**config.mk**
```make
export PLATFORM = sky130hd
export DESIGN_NAME = mrfc_data_store
export DESIGN_NICKNAME = d
export VERILOG_FILES = /design/src/hw/rtl/mrfc_pkg.sv /design/src/hw/rtl/mrfc_data_store.sv
export SDC_FILE = /design/constraint.sdc
export NUM_CORES = 1
export LEC_CHECK = 0
export ABC_AREA = 0
export BUFFER_PORTS_ARGS = -buffer_cell sky130_fd_sc_hd__buf_2
export CELL_PAD_IN_SITES_DETAIL_PLACEMENT = 0
export CELL_PAD_IN_SITES_GLOBAL_PLACEMENT = 1
export CORE_UTILIZATION = 55
export DETAILED_ROUTE_END_ITERATION = 10
export PLACE_DENSITY = 0.75
export SLEW_MARGIN = 20
export SYNTH_ARGS = -nofsm -noshare
export SYNTH_HDL_FRONTEND = slang
export SYNTH_SLANG_ARGS = --single-unit
```
**constraint.sdc**
```tcl
create_clock -name clk -period 3.31 [get_ports clk]
set_input_delay 0.662 -clock clk [delete_from_list [all_inputs] [get_ports clk]]
set_output_delay 0.662 -clock clk [all_outputs]
set_load 0.005 [all_outputs]
```
**src/hw/rtl/mrfc_pkg.sv**
```systemverilog
// ----------------------------------------------------------------------------
// mrfc_pkg: shared definitions for the Modbus response frame checker
// Sizes, status codes, register indexes, the data store request and the
// byte-wide CRC-16 update.
// ----------------------------------------------------------------------------
package mrfc_pkg;

  localparam int MAX_DATA = 32;
  localparam int DATA_AW  = (MAX_DATA > 1) ? $clog2(MAX_DATA) : 1;
  localparam int CNT_W    = $clog2(MAX_DATA + 1);
  localparam int POS_W    = 9;
  localparam int BODY_W   = 10;

  localparam logic [POS_W-1:0] POS_MAX  = 9'd511;
  localparam logic [15:0]      CRC_INIT = 16'hFFFF;
  localparam logic [15:0]      CRC_POLY = 16'hA001;

  localparam logic [2:0] ST_OK       = 3'd0;
  localparam logic [2:0] ST_ADDRESS  = 3'd1;
  localparam logic [2:0] ST_FUNCTION = 3'd2;
  localparam logic [2:0] ST_REGISTER = 3'd3;
  localparam logic [2:0] ST_COUNT    = 3'd4;
  localparam logic [2:0] ST_SHORT    = 3'd5;
  localparam logic [2:0] ST_CRC      = 3'd6;
  localparam logic [2:0] ST_TOO_LONG = 3'd7;

  localparam logic [2:0] REG_SLAVE_ADDRESS     = 3'd0;
  localparam logic [2:0] REG_READ_MODE         = 3'd1;
  localparam logic [2:0] REG_READ_CODE         = 3'd2;
  localparam logic [2:0] REG_WRITE_CODE        = 3'd3;
  localparam logic [2:0] REG_EXPECTED_REGISTER = 3'd4;
  localparam logic [2:0] REG_EXPECTED_COUNT    = 3'd5;

  typedef struct packed {
    logic               we;
    logic [DATA_AW-1:0] waddr;
    logic [7:0]         wdata;
    logic               re;
    logic [DATA_AW-1:0] raddr;
  } store_req_t;

  // Reflected CRC-16, one byte, LSB first.
  function automatic logic [15:0] crc16_byte(input logic [15:0] crc, input logic [7:0] b);
    logic [15:0] c;
    c = crc ^ {8'h00, b};
    for (int k = 0; k < 8; k++) begin
      if (c[0]) begin
        c = (c >> 1) ^ CRC_POLY;
      end else begin
        c = c >> 1;
      end
    end
    return c;
  endfunction

endpackage

```
**src/hw/rtl/mrfc_data_store.sv**
```systemverilog
// ----------------------------------------------------------------------------
// mrfc_data_store: data byte memory
// One write port and one read port, read data registered.
// ----------------------------------------------------------------------------
module mrfc_data_store
  import mrfc_pkg::*;
(
  input  logic       clk,
  input  store_req_t req,
  output logic [7:0] rd_data
);

  logic [7:0] mem [MAX_DATA];

  always_ff @(posedge clk) begin
    if (req.we) begin
      mem[req.waddr] <= req.wdata;
    end
  end

  always_ff @(posedge clk) begin
    if (req.re) begin
      rd_data <= mem[req.raddr];
    end
  end

endmodule

```
==> out/metrics.cfg <==
[run_status]
status = complete, no violations

[finish]
regArea_mm2 = 0.007928
final_layout_size_suffix_gt1_share_pct = 33.40
layout.nets = 481
layout.core_utilization_pct = 63.11
insertedDiodeCount = 0
multi_input_area_mm2 = 0.002100
area_growth_pct = 12.25
fill_cells = 1218

[synthesis]
yosys-top-cells-count = 264 x edfxtp_1, 80 x mux4_2, 33 x nor2_1
syn_inst = 417
yosysMostFrequentCell = edfxtp_1
async_reset_ff_share_pct = 0
synth_edf_count = 264
avgSynthCellArea_um2 = 24.30
yosysTopAreaCellShare_pct = 78.23
ys.flop_type = edfxtp_1
ys_ff_latch = 264
synth_fp_nets = 438
yosysSeqAreaShare_pct = 78.23
yosysWarnings = 0
yosysTopAreaCell = edfxtp_1
synthTopCellsByArea = edfxtp_1 78%, mux4_2 18%, nor2_1 1.2%
yosysUniqueCellTypes = 14
synth_area_mm2 = 0.01013

[run]
maxCapViolCount = 0

[die]
coreArea_mm2 = 0.01802
dieWidth_um = 137.7
start_util_pct = 56.22
row_count = 49
ios = 29
die_h_um = 137.7
dieArea_mm2 = 0.01897

[routing]
routed_via_density = 6.260
wl_per_cell_um = 27.77
dr_total_vias = 4432
dr.pass1.iters = 5
drt-total-wl_um = 19660
drtAntennaViolNets = 0
drtIter0Drc = 491
drc = 0

[cts]
cts_root_buf = clkbuf_16
clk_pin_slew_ns = 0.06
cts_htree_levels = 1
postCtsSetupBuffers = 0
clk-insertion-delay-late_ns = 0.53
clkSinkCount = 264
cts_tree = built
cts.path.max_buffers = 3
holdBufCountCts = 0
cts_made_buffers = 25
post_cts_resized = 0

[place]
gp_congestion = 0.7192
port_buffers = 28
hpwl_um = 12390

[worst_setup_path]
critPathLaunchType = input port
reg2reg_depth = 3
cp_max_fo = 34
cp.arrival_ns = 2.54
cp.depth = 5
cp_num_buf_inv = 2
max_stage_delay_ns = 0.52
endpoint_kind = flop
critical_path_required_ns = 3.59
cp_top_family = multiplexers
critical_path_class = in -> reg
cpMostUsedCell = mux4_2
cp_cell_sequence = buf_2, buf_12, mux4_2, mux4_2, mux2_2
critPathSlowestCell = mux4_2

[pwr]
power_density_mw_per_mm2 = 604.0
ir_drop_uv = 478.0
p_leak_nw = 3.536

[timing]
holdWs_ns = 0.5228
setup_viol = 0
fin_crit_ns = 2.253
rsz0062_at_grt = no
max_freq_mhz = 443.8
worstMarginPinSlew_ns = 0.9854
timing.final.hold_violations = 0
drv_slew = 0
setup_tns_ns = 0
relSlewSlack_pct = 34.06
fin_skew_ns = 0.02294
min_period_over_period_pct = 68.07

[global_routing]
grt_util_all_layers_pct = 22.02
grt_pass1_wl_um = 28690
grt_max_degree = 35
antenna_found_initial = 0
gr-total-overflow = 0
grt_pass1_vias = 4424

[hold_path]
whs_path_depth = 1
hold_path.class = in -> reg

## layout by cell type, fill, tap and decap left out, types with 5 or more instances in the layout
master,netlist,layout
buf_12,0,5
buf_2,1,27
clkbuf_1,6,8
clkbuf_16,0,25
clkinv_1,0,5
edfxtp_1,264,264
mux2_2,8,8
mux4_2,80,80
nand3b_1,5,5
nor2_1,33,33
## through the flow
step,cells,setup slack [ns],power (mW),instance area (um^2)
final,708,1.057,6.870,11370
after global routing,708,1.037,7.041,11370
after CTS,708,1.076,6.909,11370
after detailed placement,662,0.5130,4.166,10580
after global placement,662,0.5165,4.156,10580
after floorplan,417,0.7063,4.010,10130
## kinds of logic after synthesis
| kind of cell | after synthesis | share of synthesized area (%) |
|---|---|---|
| buffers and inverters | 20 | 1.049 |
| and+or+nand+nor | 45 | 2.050 |
| muxes | 88 | 18.67 |
| DFF | 264 | 78.23 |
## final timing paths
path / end / start / slack [ns]
max: rd_data[5]$_DFFE_PP_ / req[2] / 1.06
min: rd_data[5]$_DFFE_PP_ / req[5] / 0.52
max reg2reg: rd_data[0]$_DFFE_PP_ / mem[5][0]$_DFFE_PP_ / 1.33
min reg2reg: rd_data[0]$_DFFE_PP_ / mem[26][0]$_DFFE_PP_ / 0.98
## layer usage
metal  track usage (%)  wire (um)  up-vias
met4             5.495        318        0
met5                 0          0        -
li1                  -          -     1867
met2             33.81       9445      164
met1             34.01       8604     2376
met3             2.833       1293       25
## layout make-up
cell class / instances / area share, %
sequential: 264 / 69.70
multi-input combinational: 133 / 18.46
clock buffer: 33 / 5.764
tap: 229 / 2.519
timing repair buffer: 36 / 2.332
clock inverter: 13 / 1.232
## state kept, by name (all words and copies together), names as in the netlist
name	flops
rd_data	8
mem	256
## where the power goes
part | leakage, nW | switching [mW] | internal, mW | total (mW)
Sequential | 2.38 | 0.0146 | 3.73 | 3.75
Clock | 0.384 | 1.15 | 1.63 | 2.78
Combinational | 0.768 | 0.190 | 0.153 | 0.343
Note: power is estimated with default switching activity, not from simulation.
